`src/hw/rtl/group_reverse_stream_macros.svh`:
```
// Assertion macros for the group reversal RTL.
// Depends on nothing; included by files that carry concurrent assertions.
`ifndef GROUP_REVERSE_STREAM_MACROS_SVH
`define GROUP_REVERSE_STREAM_MACROS_SVH

// Consequent must hold in the same cycle as the antecedent.
`define GRS_ASSERT_NOW(label, clk, rst_n, ante, cons, msg) \
	label: assert property (@(posedge clk) disable iff (!rst_n) (ante) |-> (cons)) \
		else $error(msg);

// Consequent must hold in the cycle after the antecedent.
`define GRS_ASSERT_NEXT(label, clk, rst_n, ante, cons, msg) \
	label: assert property (@(posedge clk) disable iff (!rst_n) (ante) |=> (cons)) \
		else $error(msg);

`endif

```
`src/hw/rtl/grs_pkg.sv`:
```
// Shared constants and types for the group reversal stream block.
// No dependencies; used by grs_ctrl, grs_drain and group_reverse_stream.
package grs_pkg;

	localparam int MAX_GROUP_DEF  = 32;
	localparam int DATA_WIDTH_DEF = 32;
	localparam int VALUE_W        = 32;
	localparam int CFG_W          = 6;
	localparam logic [CFG_W-1:0] GROUP_SIZE_RESET = 6'd1;

	// One buffer read issued by the controller toward the output stage.
	typedef struct packed {
		logic issue;
		logic group_done;
		logic list_done;
	} grs_rd_t;

endpackage

```
`src/hw/rtl/grs_ram.sv`:
```
// Generic single-write, single-read RAM with a registered read port.
// No dependencies.
module grs_ram #(
	parameter int WIDTH = 32,
	parameter int DEPTH = 32
) (
	input  logic                     clk,
	input  logic                     we,
	input  logic [$clog2(DEPTH)-1:0] waddr,
	input  logic [WIDTH-1:0]         wdata,
	input  logic                     re,
	input  logic [$clog2(DEPTH)-1:0] raddr,
	output logic [WIDTH-1:0]         rdata
);

	logic [WIDTH-1:0] mem_q [DEPTH];

	always_ff @(posedge clk) begin
		if (we) begin
			mem_q[waddr] <= wdata;
		end
		if (re) begin
			rdata <= mem_q[raddr];
		end
	end

endmodule

```
`src/hw/rtl/grs_ctrl.sv`:
```
// Fill and drain sequencing: group size register, fill count, buffer addresses.
// Depends on grs_pkg.
module grs_ctrl #(
	parameter int MAX_GROUP = grs_pkg::MAX_GROUP_DEF
) (
	input  logic                            clk,
	input  logic                            arst_n,
	input  logic                            cfg_valid,
	input  logic [grs_pkg::CFG_W-1:0]       group_size,
	input  logic                            in_valid,
	input  logic                            list_end,
	output logic                            in_stall,
	output logic                            wr_en,
	output logic [$clog2(MAX_GROUP)-1:0]    wr_addr,
	input  logic                            can_issue,
	output grs_pkg::grs_rd_t                rd,
	output logic [$clog2(MAX_GROUP)-1:0]    rd_addr,
	output logic [$clog2(MAX_GROUP+1)-1:0]  fill
);

	localparam int AW = $clog2(MAX_GROUP);
	localparam int FW = $clog2(MAX_GROUP + 1);
	localparam int KW = (FW > grs_pkg::CFG_W) ? FW : grs_pkg::CFG_W;

	logic [grs_pkg::CFG_W-1:0] group_size_q;
	logic [FW-1:0] fill_q;
	logic [FW-1:0] rem_q;
	logic          last_q;

	logic [KW-1:0] gs_ext;
	logic [KW-1:0] max_k;
	logic [KW-1:0] k_eff;
	logic [FW-1:0] cnt;
	logic          full;
	logic          accept;
	logic          release_grp;
	logic          issue;

	assign gs_ext = KW'(group_size_q);
	assign max_k  = KW'(MAX_GROUP);
	// A size of zero acts as one; sizes above the buffer depth saturate.
	assign k_eff  = (gs_ext == '0) ? KW'(1) : ((gs_ext > max_k) ? max_k : gs_ext);

	assign in_stall    = (rem_q != '0);
	assign accept      = in_valid && !in_stall;
	assign full        = (fill_q == FW'(MAX_GROUP));
	assign cnt         = full ? fill_q : fill_q + FW'(1);
	assign release_grp = (KW'(cnt) >= k_eff) || list_end;

	assign wr_en   = accept && !full;
	assign wr_addr = fill_q[AW-1:0];

	// The newest item sits at the highest address, so reads count down.
	assign issue         = (rem_q != '0) && can_issue;
	assign rd.issue      = issue;
	assign rd.group_done = (rem_q == FW'(1));
	assign rd.list_done  = (rem_q == FW'(1)) && last_q;
	assign rd_addr       = AW'(rem_q - FW'(1));
	assign fill          = fill_q;

	always_ff @(posedge clk or negedge arst_n) begin
		if (!arst_n) begin
			group_size_q <= grs_pkg::GROUP_SIZE_RESET;
			fill_q       <= '0;
			rem_q        <= '0;
			last_q       <= 1'b0;
		end else begin
			if (cfg_valid) begin
				group_size_q <= group_size;
			end
			if (accept) begin
				if (release_grp) begin
					fill_q <= '0;
					rem_q  <= cnt;
					last_q <= list_end;
				end else begin
					fill_q <= cnt;
				end
			end else if (issue) begin
				rem_q <= rem_q - FW'(1);
			end
		end
	end

endmodule

```
`src/hw/rtl/grs_drain.sv`:
```
// Output stage: tracks the RAM read in flight and holds the result beat.
// Depends on grs_pkg.
module grs_drain #(
	parameter int DATA_WIDTH = grs_pkg::DATA_WIDTH_DEF
) (
	input  logic                          clk,
	input  logic                          arst_n,
	input  grs_pkg::grs_rd_t              rd,
	input  logic [DATA_WIDTH-1:0]         rdata,
	output logic                          can_issue,
	output logic                          out_valid,
	input  logic                          out_stall,
	output logic [grs_pkg::VALUE_W-1:0]   out_value,
	output logic                          group_done,
	output logic                          list_done
);

	localparam int EW = (DATA_WIDTH > grs_pkg::VALUE_W) ? DATA_WIDTH : grs_pkg::VALUE_W;

	logic          pend_s1;
	logic          gd_s1;
	logic          ld_s1;
	logic          move;
	logic [EW-1:0] rdata_ext;

	// RAM output holds while no new read is issued, so it doubles as a stage.
	assign move      = pend_s1 && (!out_valid || !out_stall);
	assign can_issue = !pend_s1 || move;
	assign rdata_ext = EW'(rdata);

	always_ff @(posedge clk or negedge arst_n) begin
		if (!arst_n) begin
			pend_s1   <= 1'b0;
			out_valid <= 1'b0;
		end else begin
			if (rd.issue) begin
				pend_s1 <= 1'b1;
			end else if (move) begin
				pend_s1 <= 1'b0;
			end
			if (move) begin
				out_valid <= 1'b1;
			end else if (!out_stall) begin
				out_valid <= 1'b0;
			end
		end
	end

	always_ff @(posedge clk) begin
		if (rd.issue) begin
			gd_s1 <= rd.group_done;
			ld_s1 <= rd.list_done;
		end
		if (move) begin
			out_value  <= rdata_ext[grs_pkg::VALUE_W-1:0];
			group_done <= gd_s1;
			list_done  <= ld_s1;
		end
	end

endmodule

```
`src/hw/rtl/group_reverse_stream.sv`:
```
// After the beat that closes a group, its first result passes through the drain
// counter, the RAM read register and the output register. Throughput: items enter one per
// cycle while a group fills; a closed group then holds the input stalled, longer under
// output stall, while the buffer drains. Results leave at one per cycle unless the output
// is stalled. Reset clears the fill count, the drain counter and the output stage and
// sets the group size to 1; buffer contents are not cleared and need no clearing pass.
`include "group_reverse_stream_macros.svh"

module group_reverse_stream #(
	parameter int MAX_GROUP  = grs_pkg::MAX_GROUP_DEF,
	parameter int DATA_WIDTH = grs_pkg::DATA_WIDTH_DEF
) (
	input  logic                               clk,
	input  logic                               arst_n,
	input  logic                               cfg_valid,
	output logic                               cfg_ready,
	input  logic [grs_pkg::CFG_W-1:0]          group_size,
	input  logic                               in_valid,
	output logic                               in_stall,
	input  logic signed [grs_pkg::VALUE_W-1:0] item_value,
	input  logic                               list_end,
	output logic                               out_valid,
	input  logic                               out_stall,
	output logic signed [grs_pkg::VALUE_W-1:0] out_value,
	output logic                               group_done,
	output logic                               list_done
);

	localparam int AW = $clog2(MAX_GROUP);
	localparam int FW = $clog2(MAX_GROUP + 1);
	localparam int EW = (DATA_WIDTH > grs_pkg::VALUE_W) ? DATA_WIDTH : grs_pkg::VALUE_W;

	logic                  wr_en;
	logic [AW-1:0]         wr_addr;
	logic [AW-1:0]         rd_addr;
	logic [DATA_WIDTH-1:0] wdata;
	logic [DATA_WIDTH-1:0] rdata;
	logic                  can_issue;
	logic [FW-1:0]         fill;
	logic [grs_pkg::VALUE_W-1:0] value_u;
	grs_pkg::grs_rd_t      rd;

	assign cfg_ready = 1'b1;
	assign wdata     = DATA_WIDTH'(EW'($unsigned(item_value)));

	grs_ctrl #(
		.MAX_GROUP(MAX_GROUP)
	) u_ctrl (
		.clk       (clk),
		.arst_n    (arst_n),
		.cfg_valid (cfg_valid),
		.group_size(group_size),
		.in_valid  (in_valid),
		.list_end  (list_end),
		.in_stall  (in_stall),
		.wr_en     (wr_en),
		.wr_addr   (wr_addr),
		.can_issue (can_issue),
		.rd        (rd),
		.rd_addr   (rd_addr),
		.fill      (fill)
	);

	grs_ram #(
		.WIDTH(DATA_WIDTH),
		.DEPTH(MAX_GROUP)
	) u_buf (
		.clk  (clk),
		.we   (wr_en),
		.waddr(wr_addr),
		.wdata(wdata),
		.re   (rd.issue),
		.raddr(rd_addr),
		.rdata(rdata)
	);

	grs_drain #(
		.DATA_WIDTH(DATA_WIDTH)
	) u_drain (
		.clk       (clk),
		.arst_n    (arst_n),
		.rd        (rd),
		.rdata     (rdata),
		.can_issue (can_issue),
		.out_valid (out_valid),
		.out_stall (out_stall),
		.out_value (value_u),
		.group_done(group_done),
		.list_done (list_done)
	);

	assign out_value = $signed(value_u);

	`GRS_ASSERT_NOW(a_list_done_ends_group, clk, arst_n, out_valid && list_done, group_done, "list_done without group_done")
	`GRS_ASSERT_NEXT(a_list_end_releases, clk, arst_n, in_valid && !in_stall && list_end, in_stall && fill == '0, "list end beat did not release the group")
	`GRS_ASSERT_NOW(a_fill_bounded, clk, arst_n, 1'b1, fill < FW'(MAX_GROUP), "fill count reached buffer depth")

endmodule

```
`config.mk`:
```
export PLATFORM = sky130hd
export DESIGN_NAME = group_reverse_stream
export DESIGN_NICKNAME = d
export VERILOG_FILES = /design/src/hw/rtl/grs_pkg.sv /design/src/hw/rtl/grs_ram.sv /design/src/hw/rtl/grs_ctrl.sv /design/src/hw/rtl/grs_drain.sv /design/src/hw/rtl/group_reverse_stream.sv
export VERILOG_INCLUDE_DIRS = /design/src /design/src/hw/rtl
export SDC_FILE = /design/constraint.sdc
export NUM_CORES = 1
export LEC_CHECK = 0
export ABC_AREA = 1
export BUFFER_PORTS_ARGS = -buffer_cell sky130_fd_sc_hd__buf_2
export CORE_AREA = 4 4 306 308
export CTS_CLUSTER_DIAMETER = 150
export DETAILED_ROUTE_END_ITERATION = 12
export DIE_AREA = 0 0 310 312
export GPL_TIMING_DRIVEN = 0
export PLACE_DENSITY_LB_ADDON = 0.08
export SKIP_LAST_GASP = 1
export SYNTH_ARGS = -nofsm -noshare
export SYNTH_HDL_FRONTEND = slang
export SYNTH_HIERARCHICAL = 1
export SYNTH_SLANG_ARGS = --single-unit
```
`constraint.sdc`:
```
create_clock -name clk -period 3.7 [get_ports clk]
set_input_delay 0 -clock clk [delete_from_list [all_inputs] [get_ports clk]]
set_output_delay 0 -clock clk [all_outputs]
set_load 0.05 [all_outputs]
```
-- Yosys cells after proc, flatten, opt, wreduce, memory -nomap -nowiden
Memory sizes are Yosys's and may differ from the RTL's. A register that Yosys moved wholly into a read port is not among the register bits.
Cells that the tools add are included.
- $add $sub $neg: 2
- $lt $le $gt $ge: 2
- eq/ne operators: 4
- mux-type cells: 13
- reductions and logical operators: 19
- operator list (operator ; number):
    6-bit two-way mux ; 7
    6-bit by 1-bit adder with 6-bit output (second input constant) ; 1
    6-bit by 1-bit equality test with 1-bit output (second input constant) ; 1
    6-bit equality test (second input constant) ; 1
    6-bit >= comparator ; 1
    6-bit greater-than comparator (second input constant) ; 1
    6-bit zero test ; 1
    1-bit two-way mux ; 6
    6-bit nonzero test ; 1
    6-bit by 1-bit subtractor with 6-bit output (second input constant) ; 1
    1-bit logical AND ; 5
    1-bit zero test ; 5
    2-bit AND reduction ; 2
    2-bit nonzero test ; 2
    1-bit logical OR ; 3
    2-bit by 1-bit inequality test with 1-bit output (second input constant) ; 1
    2-bit inequality test (second input constant) ; 1
- register bits after elaboration: 57
- RAM bits: 1024
- bits of input ports: 44
- output and inout bits: 37
- logic and storage cells: 52
- memories: 1
- memories (memory ; words ; width ; rd ports ; clocked after Yosys merged registers in ; write ports ; line ; text):
    u_buf.mem_q ; 32 ; 32 ; 1 ; 1 ; 1 ; grs_ram.sv:16 ; logic [WIDTH-1:0] mem_q [DEPTH];

-- Longest topological paths before layout
Gate-level depths: netlist of run 1.
- word-level depth: 7
- depth in mapped cells: 18
- mapped depth without buffers: 18

-- By module
Netlist of run 1, hierarchy kept.
- modules (own cells, without submodules) (module ; times used ; cells each ; area each (um^2)):
    grs_ram ; 1 ; 3536 ; 42726.0
    grs_ctrl ; 1 ; 178 ; 1363.8
    grs_drain ; 1 ; 45 ; 1164.9
    group_reverse_stream ; 1 ; 2 ; 11.3

-- Least setup slack after synthesis of run 1
No wires, ideal clock.
- path kind: reg2reg
- start: register u_ctrl.rem_q[0]
- end: memory u_buf.mem_q[27][0], enable pin
- library setup time: 421 ps
- data arrival time: 2800 ps
- required time: 3279 ps
- slack: 479 ps
- cell stages (with the launch flop): 7
- clock period less this slack: 3221 ps
- cells stage by stage: dfrtp_1 -> inv_1 -> ha_1 -> nand4_4 -> nor2_1 -> nand3_1 -> nor2_1
- longest elaborated chain between the ends: 6
- ends and longest elaborated chain (what ; line ; text):
    start, declared ; grs_ctrl.sv:27 ; logic [FW-1:0] rem_q;
    start signal, assigned ; grs_ctrl.sv:74 ; rem_q <= cnt;
    start signal, assigned ; grs_ctrl.sv:80 ; rem_q <= rem_q - FW'(1);
    6-bit nonzero test ; grs_ctrl.sv:44 ; assign in_stall = (rem_q != '0);
    1-bit zero test ; grs_ctrl.sv:45 ; assign accept = in_valid && !in_stall;
    1-bit logical AND ; grs_ctrl.sv:45 ;
    1-bit logical AND ; grs_ctrl.sv:50 ; assign wr_en = accept && !full;
    named net wr_en ; group_reverse_stream.sv:33 ; logic wr_en;
    1-bit two-way mux ; grs_ram.sv:19 ; if (we) begin
    1-bit two-way mux (not written as such) ; grs_ram.sv:20 ; mem_q[waddr] <= wdata;
    end, declared ; grs_ram.sv:16 ;
The timed path passes the listed nets, and every way through them passes these cells.

-- Worst setup path after layout of run 1
- start: register u_ctrl.rem_q[0]
- end: memory u_buf.mem_q[25][13], enable pin
The elaborated chain is that of the path after synthesis.

==> results.json, run 1 <==
{
  "path_max_fanout": 13,
  "dr.first_iter.drc_count": 3378,
  "tightest_slew_ns": 1.25,
  "grt_overflow_total": 0,
  "synth_cell_type_count": 34,
  "period_needed_ns": 3.68,
  "grt_max_degree": 36,
  "antenna_found_initial": 4,
  "routed_wl_um": 139000,
  "synthCells": 3761,
  "grt_pass1_vias": 28800,
  "worst_setup_path_start_kind": "flip-flop",
  "cts_tree": "built",
  "mostFrequentLayoutCells": "nand2_1 (1501), edfxtp_1 (1092), nand3_1 (793)",
  "synth_nets": 3816,
  "grt_pass1_wl_um": 197000,
  "clock_path_buffers": 3,
  "hold_viol": 0,
  "io-pin-count": 81,
  "core-area_mm2": 0.0911,
  "htreeDepth": 3,
  "yosys-top-cells-area": "edfxtp_1 (72%), nand2_1 (12%), nand3_1 (8.8%), buf_6 (1.6%), dfrtp_1 (1.1%)",
  "drive_above_1_share": 0.126,
  "route.detailed.drc": 0,
  "min_period_over_period": 0.995,
  "wl_per_cell_um": 26.0,
  "crit_type": "reg -> reg",
  "slew_violations": 0,
  "hold_class": "in -> reg",
  "clk_transition_reported_paths_ns": 0.06,
  "finClkSkew_ns": 0.0274,
  "fillers": 7485,
  "clock-root-buffer": "clkbuf_16",
  "initial_core_util": 0.497,
  "multi_input_area_mm2": 0.0105,
  "arrival_ns": 4.06,
  "antennaDiodeCount": 0,
  "critPathCaptureType": "flip-flop",
  "r2r_cells": 7,
  "ys_seq_area_frac": 0.736,
  "num_vias": 30700,
  "p_leak_uw": 0.0196,
  "yosysTopAreaCellShare": 0.724,
  "power_density_mw_per_mm2": 935,
  "die_w_um": 310,
  "whs_ns": 0.118,
  "synth_ff_type": "edfxtp_1",
  "synthArstFlopShare": 0.0189,
  "ys_seq_elements": 1113,
  "die_area_mm2": 0.0967,
  "slew_headroom": 0.166,
  "cp.required_ns": 4.08,
  "dp_hpwl_um": 88600,
  "setup_violations": 0,
  "synth-edff-count": 1092,
  "nets": 4127,
  "port_buffers": 78,
  "final_common_cell": "nand2_1",
  "syn-cell-area_mm2": 0.0453,
  "dr.pass1.iters": 5,
  "cts.sinks": 1113,
  "synth_warnings": 6,
  "grt.total_usage": 0.284,
  "gp_congestion": 0.854,
  "ant_nets": 0,
  "die_h_um": 312,
  "synth_top_area_cell": "edfxtp_1",
  "vias_per_cell": 5.74,
  "status": "finished, final reports clean",
  "fmax_mhz": 272,
  "numCtsBuffers": 115,
  "synth.avg_cell_area_um2": 12.0,
  "syn_to_final_growth_pct": 16.2,
  "num_rows": 111,
  "vdd_ir_drop_max_mv": 0.804,
  "clk_latency_ns": 0.69,
  "holdPathStages": 4,
  "register_area_mm2": 0.0333,
  "fin_total_pwr_uw": 49200,
  "drv_cap": 0
}
where the power goes:
group          internal (uW)  switching [uW]
logic                   6100           17200
registers              14700             185
clock network           6330            4680
registers in the layout (all words and copies together) (netlist names), 6 cells and up:
name                 flops
u_buf/mem_q           1024
u_buf/rdata             32
u_ctrl/fill              6
u_ctrl/group_size_q      6
u_ctrl/rem_q             6
u_drain/out_value       32
routing by layer:
metal  vias to the layer above  part of all wire  wire length [um]  global-route usage
met1                     15100              0.42             58700               0.420
li1                      13800                 -                 -                   -
met4                         0             0.039              5460              0.0977
met5                         -                 0                 0                   0
met3                       266             0.091             12700              0.0430
met2                      1503              0.45             61900               0.433
cells in the mapped netlist (all sizes together), types with 2 or more instances:
library cell,count
nand4,4
xor2,2
a21oi,2
dfrtp,20
nand3,798
edfxtp,1092
xnor2,4
ha,11
nor2,46
buf,202
o21ai,11
inv,32
clkbuf,25
mux2,3
nand2,1504
stage by stage:
stage                      TNS, ns  utilization  std cells  instance area (um2)  worst slack [ns]
after floorplan                  0            -       3761                45300             0.479
after global placement    -1733.52        0.517       5025                47100             -2.06
after detailed placement    -10.25        0.529       5062                48200            -0.168
after CTS                    -7.16        0.576       5333                52400            -0.196
after global routing        -0.496        0.578       5347                52600           -0.0236
final                            0        0.578       5347                52600            0.0192
path summary, 6_finish.rpt:
| kind | to | slack [ns] | start |
|---|---|---|---|
| min in group asynchronous | u_ctrl/group_size_q[0]$_DFFE_PN1P_ | 0.40 | arst_n |
| setup reg to reg | u_buf/mem_q[25][13]$_DFFE_PP_ | 0.02 | u_ctrl/rem_q[0]$_DFFE_PN0P_ |
| setup / recovery | u_buf/mem_q[25][13]$_DFFE_PP_ | 0.02 | u_ctrl/rem_q[0]$_DFFE_PN0P_ |
| max in group asynchronous | u_ctrl/rem_q[2]$_DFFE_PN0P_ | 1.91 | arst_n |
| hold reg to reg | u_drain/out_value[15]$_DFFE_PP_ | 0.41 | u_buf/rdata[15]$_DFFE_PP_ |
| hold / removal | u_drain/out_valid$_DFFE_PN0P_ | 0.12 | out_stall |
worst max-delay path, cell delays in order, from the launching register on:
cell and delay [ns]:
dfrtp_1 0.40, inv_1 0.22, ha_1 0.26, nand4_4 0.22, nor2_1 0.62, nand3_2 0.62
nor2_4 0.76, buf_16 0.25
area by class of cell:
type | instances | area share
sequential | 1113 | 0.633
inverter | 32 | 0.00247
tap | 1186 | 0.0282
timing repair buffer | 191 | 0.0384
multi-input combinational | 2392 | 0.200
buffer | 227 | 0.0309
clock inverter | 61 | 0.00992
clock buffer | 145 | 0.0572
what timing repair did:
| action | CTS | global route |
|---|---|---|
| hold endpoints to repair | 1097 | 0 |
| setup buffers | 10 | 11 |
| hold buffers | 55 | 0 |
| cloned | 0 | 3 |
| endpoints found under the setup margin | 144 | 408 |
| resized for setup | 0 | 12 |
| pin swaps | 6 | 7 |
kinds of logic after synthesis:
logic type | synth area share
fa+ha+maj | 0.00304
mux | 0.000746
buf+inv | 0.0386
simple gates | 0.219
flops | 0.736
other cells | 0.0000828
xor+xnor | 0.00116
compound gates | 0.00144
No activity file was read; power rests on OpenSTA's default activity.
==> inputs of run 2 (changes only) <==
--- a/config.mk
+++ b/config.mk
@@ -6,12 +6,11 @@
 export SDC_FILE = /design/constraint.sdc
 export NUM_CORES = 1
 export LEC_CHECK = 0
-export ABC_AREA = 1
 export BUFFER_PORTS_ARGS = -buffer_cell sky130_fd_sc_hd__buf_2
-export CORE_AREA = 4 4 306 308
+export CORE_AREA = 4 4 300 302
 export CTS_CLUSTER_DIAMETER = 150
 export DETAILED_ROUTE_END_ITERATION = 12
-export DIE_AREA = 0 0 310 312
+export DIE_AREA = 0 0 304 306
 export GPL_TIMING_DRIVEN = 0
 export PLACE_DENSITY_LB_ADDON = 0.08
 export SKIP_LAST_GASP = 1
==> run 2 against run 1 <==
Routed wire length shrank 23%. Combinational power decreased by 38%. Clock power fell by 4%. Sequential power about the same. Power down 19%. Synthesized area is 4.4% lower. Largest cell class unchanged. Die area fell by 3.8%. Final cell count fell by 25%. Critical endpoint is now u_buf/rdata[5]$_DFFE_PP_. Core utilization is 0.15 points lower. Largest power group is now sequential cells. Highest routed layer unchanged.
==> results.json, run 2 <==
{
  "status": "finished, final reports clean",
  "cts_tree": "built",
  "worst_path_max_delay_cell": "a31oi_1",
  "drive_above_1_share": 0.160,
  "nets": 2803,
  "hold_viol": 0,
  "vdd_ir_drop_max_mv": 0.505,
  "io-pin-count": 81,
  "path_buf_inv": 3,
  "grt_pass1_wl_um": 154000,
  "grt_max_degree": 36,
  "ys_seq_elements": 1113,
  "crit_type": "reg -> reg",
  "setup_violations": 0,
  "clk_transition_reported_paths_ns": 0.06,
  "r2r-end": "u_buf/rdata[5]$_DFFE_PP_",
  "grt_use_met2": 0.387,
  "worst_setup_path_start_kind": "flip-flop",
  "hold_class": "in -> reg",
  "wl_per_cell_um": 26.7,
  "numCtsBuffers": 110,
  "drv_cap": 0,
  "final_common_cell": "edfxtp_1",
  "r2r_cells": 9,
  "arrival_ns": 3.89,
  "ant_nets": 0,
  "synth_cell_type_count": 54,
  "fmax_mhz": 282,
  "dp_hpwl_um": 69000,
  "synthArstFlopShare": 0.0189,
  "grt.total_usage": 0.226,
  "fin_total_pwr_uw": 39600,
  "largestRegisters": "u_buf/mem_q: 1024 flops, u_buf/rdata: 32 flops, u_drain/out_value: 32 flops",
  "cpPeakStageDelay_ns": 0.65,
  "p_leak_uw": 0.0179,
  "syn-cell-area_mm2": 0.0433,
  "grt_pass1_vias": 23200,
  "path_cells": "inv_1, ha_1, xor2_1, and2b_1, buf_4, clkbuf_1, a22oi_1, a31oi_1, nand3_1",
  "dpl_cell_area_mm2": 0.0461,
  "synth_warnings": 6,
  "core-area_mm2": 0.0877,
  "mostFrequentLayoutCells": "edfxtp_1 (1092), mux2i_1 (513), nand2_1 (118)",
  "r2r_start": "u_ctrl/rem_q[0]$_DFFE_PN0P_",
  "final_cell_area_mm2": 0.0505,
  "syn_to_final_growth_pct": 16.7,
  "yosys-top-cells-area": "edfxtp_1 (76%), mux2i_1 (12%), a22oi_1 (1.7%), a22o_1 (1.3%), nand3_1 (1.2%)",
  "synth-edff-count": 1092,
  "r2r_setup_slack_ns": 0.15,
  "htreeDepth": 3,
  "synthCells": 2442,
  "period_needed_ns": 3.55,
  "slew_violations": 0,
  "holdPathStages": 3,
  "whs_ns": 0.188,
  "tns_ns": 0,
  "path_max_fanout": 10,
  "yosysTopAreaCellShare": 0.758,
  "startpoint": "u_ctrl/rem_q[0]$_DFFE_PN0P_",
  "fin_util": 0.576,
  "die_area_mm2": 0.0930,
  "yosysMostFrequentCell": "edfxtp_1",
  "cp-endpoint": "u_buf/rdata[5]$_DFFE_PP_",
  "clk_latency_ns": 0.67,
  "synth.avg_cell_area_um2": 17.7,
  "synth_nets": 2497,
  "busiest_layer": "met2",
  "ys_seq_area_frac": 0.770,
  "clock-root-buffer": "clkbuf_16",
  "grt_overflow_total": 0,
  "vias_per_cell": 5.72,
  "synth_commonest_cells": "edfxtp_1 (1092), mux2i_1 (513), nand2_1 (118), nand3_1 (104), a21oi_1 (101)",
  "cts.sinks": 1113,
  "die_h_um": 306,
  "use_met3": 0.0346,
  "largest_reg_flops": 1024,
  "min_period_over_period": 0.959,
  "critPathCaptureType": "flip-flop",
  "port_buffers": 78,
  "cp.depth": 9,
  "slew_headroom": 0.285,
  "num_rows": 109,
  "route.detailed.drc": 0,
  "num_vias": 23000,
  "antenna_found_initial": 0,
  "power_density_mw_per_mm2": 785,
  "cp.required_ns": 4.04,
  "synth_top_area_cell": "edfxtp_1",
  "fillers": 6643,
  "dr.pass1.iters": 5,
  "clock_path_buffers": 3,
  "finClkSkew_ns": 0.0227,
  "cp_top_family": "buffers and inverters",
  "synth_ff_type": "edfxtp_1",
  "grt_use_met1": 0.306,
  "dr.first_iter.drc_count": 1964,
  "routed_wl_um": 107000,
  "initial_core_util": 0.494,
  "tightest_slew_ns": 1.07,
  "top_register": "u_buf/mem_q",
  "rsz0062_at_grt": "false",
  "gp_congestion": 0.789,
  "die_w_um": 304
}
run 2: how the worst min path moves through the flow:
stage               from  slack (ns)                            endpoint
3_5_place_dp      arst_n       -0.01  u_ctrl/group_size_q[3]$_DFFE_PN0P_
6_report       out_stall        0.19       u_drain/out_valid$_DFFE_PN0P_
5_1_grt        out_stall        0.19       u_drain/out_valid$_DFFE_PN0P_
3_3_place_gp      arst_n       -0.02  u_ctrl/group_size_q[4]$_DFFE_PN0P_
4_1_cts        out_stall        0.16       u_drain/out_valid$_DFFE_PN0P_
2_1_floorplan     arst_n       -0.30          u_ctrl/fill[0]$_DFFE_PN0P_
run 2: what timing repair did:
item,4_1_cts,5_1_grt
endpoints found under the hold margin,1099,0
setup endpoints to repair,17,266
setup buffers,0,31
hold buffers,52,0
pin swaps,0,15
gates resized for setup,6,18
run 2: final cells by class:
type / instances / area (um2) / area share
sequential: 1113 / 33300 / 0.660
multi-input combinational: 1182 / 9390 / 0.186
clock buffer: 134 / 2910 / 0.0575
timing repair buffer: 194 / 2010 / 0.0398
tap: 1165 / 1460 / 0.0289
buffer: 140 / 857 / 0.0170
clock inverter: 73 / 547 / 0.0108
inverter: 7 / 26.3 / 0.000520
antenna: 4 / 10.0 / 0.000198
run 2: report_power, final:
group	internal (uW)	total (uW)	switching, uW
registers	14600	14700	146
logic	4690	14400	9670
clock network	6060	10600	4530
run 2: worst register-to-register path: cells and delay by family (launching register included):
family / cells / cell delay, ns
flops: 1 / 0.40
compound gates: 2 / 0.90
xor+xnor: 1 / 0.20
fa+ha+maj: 1 / 0.27
simple gates: 2 / 0.48
buf+inv: 3 / 0.98
run 2: layer usage:
layer	wire, um	share of wire	vias to the layer above
li1	-	-	10300
met1	45600	0.43	11800
met2	53100	0.49	696
met3	6550	0.061	137
met4	1960	0.018	0
met5	0	0	-
run 2: cell families (layout without fill, tap and decap cells):
kind of cell	Yosys count	after routing	share of synthesized area
other	1	5	0.0000866
and+or+nand+nor	327	327	0.0349
muxes	519	519	0.120
adders and majority gates	11	11	0.00318
DFF	1113	1113	0.770
buffers and inverters	147	548	0.0201
AOI/OAI and AO/OA	316	316	0.0500
xor gates and xnor gates	8	8	0.00162
run 2: through the flow:
stage | worst slack (ns) | cells
2_1_floorplan | 0.0655 | 2442
5_1_grt | 0.0115 | 4008
6_report | 0.151 | 4012
4_1_cts | -0.0761 | 3977
3_3_place_gp | -1.94 | 3685
3_5_place_dp | -0.326 | 3718
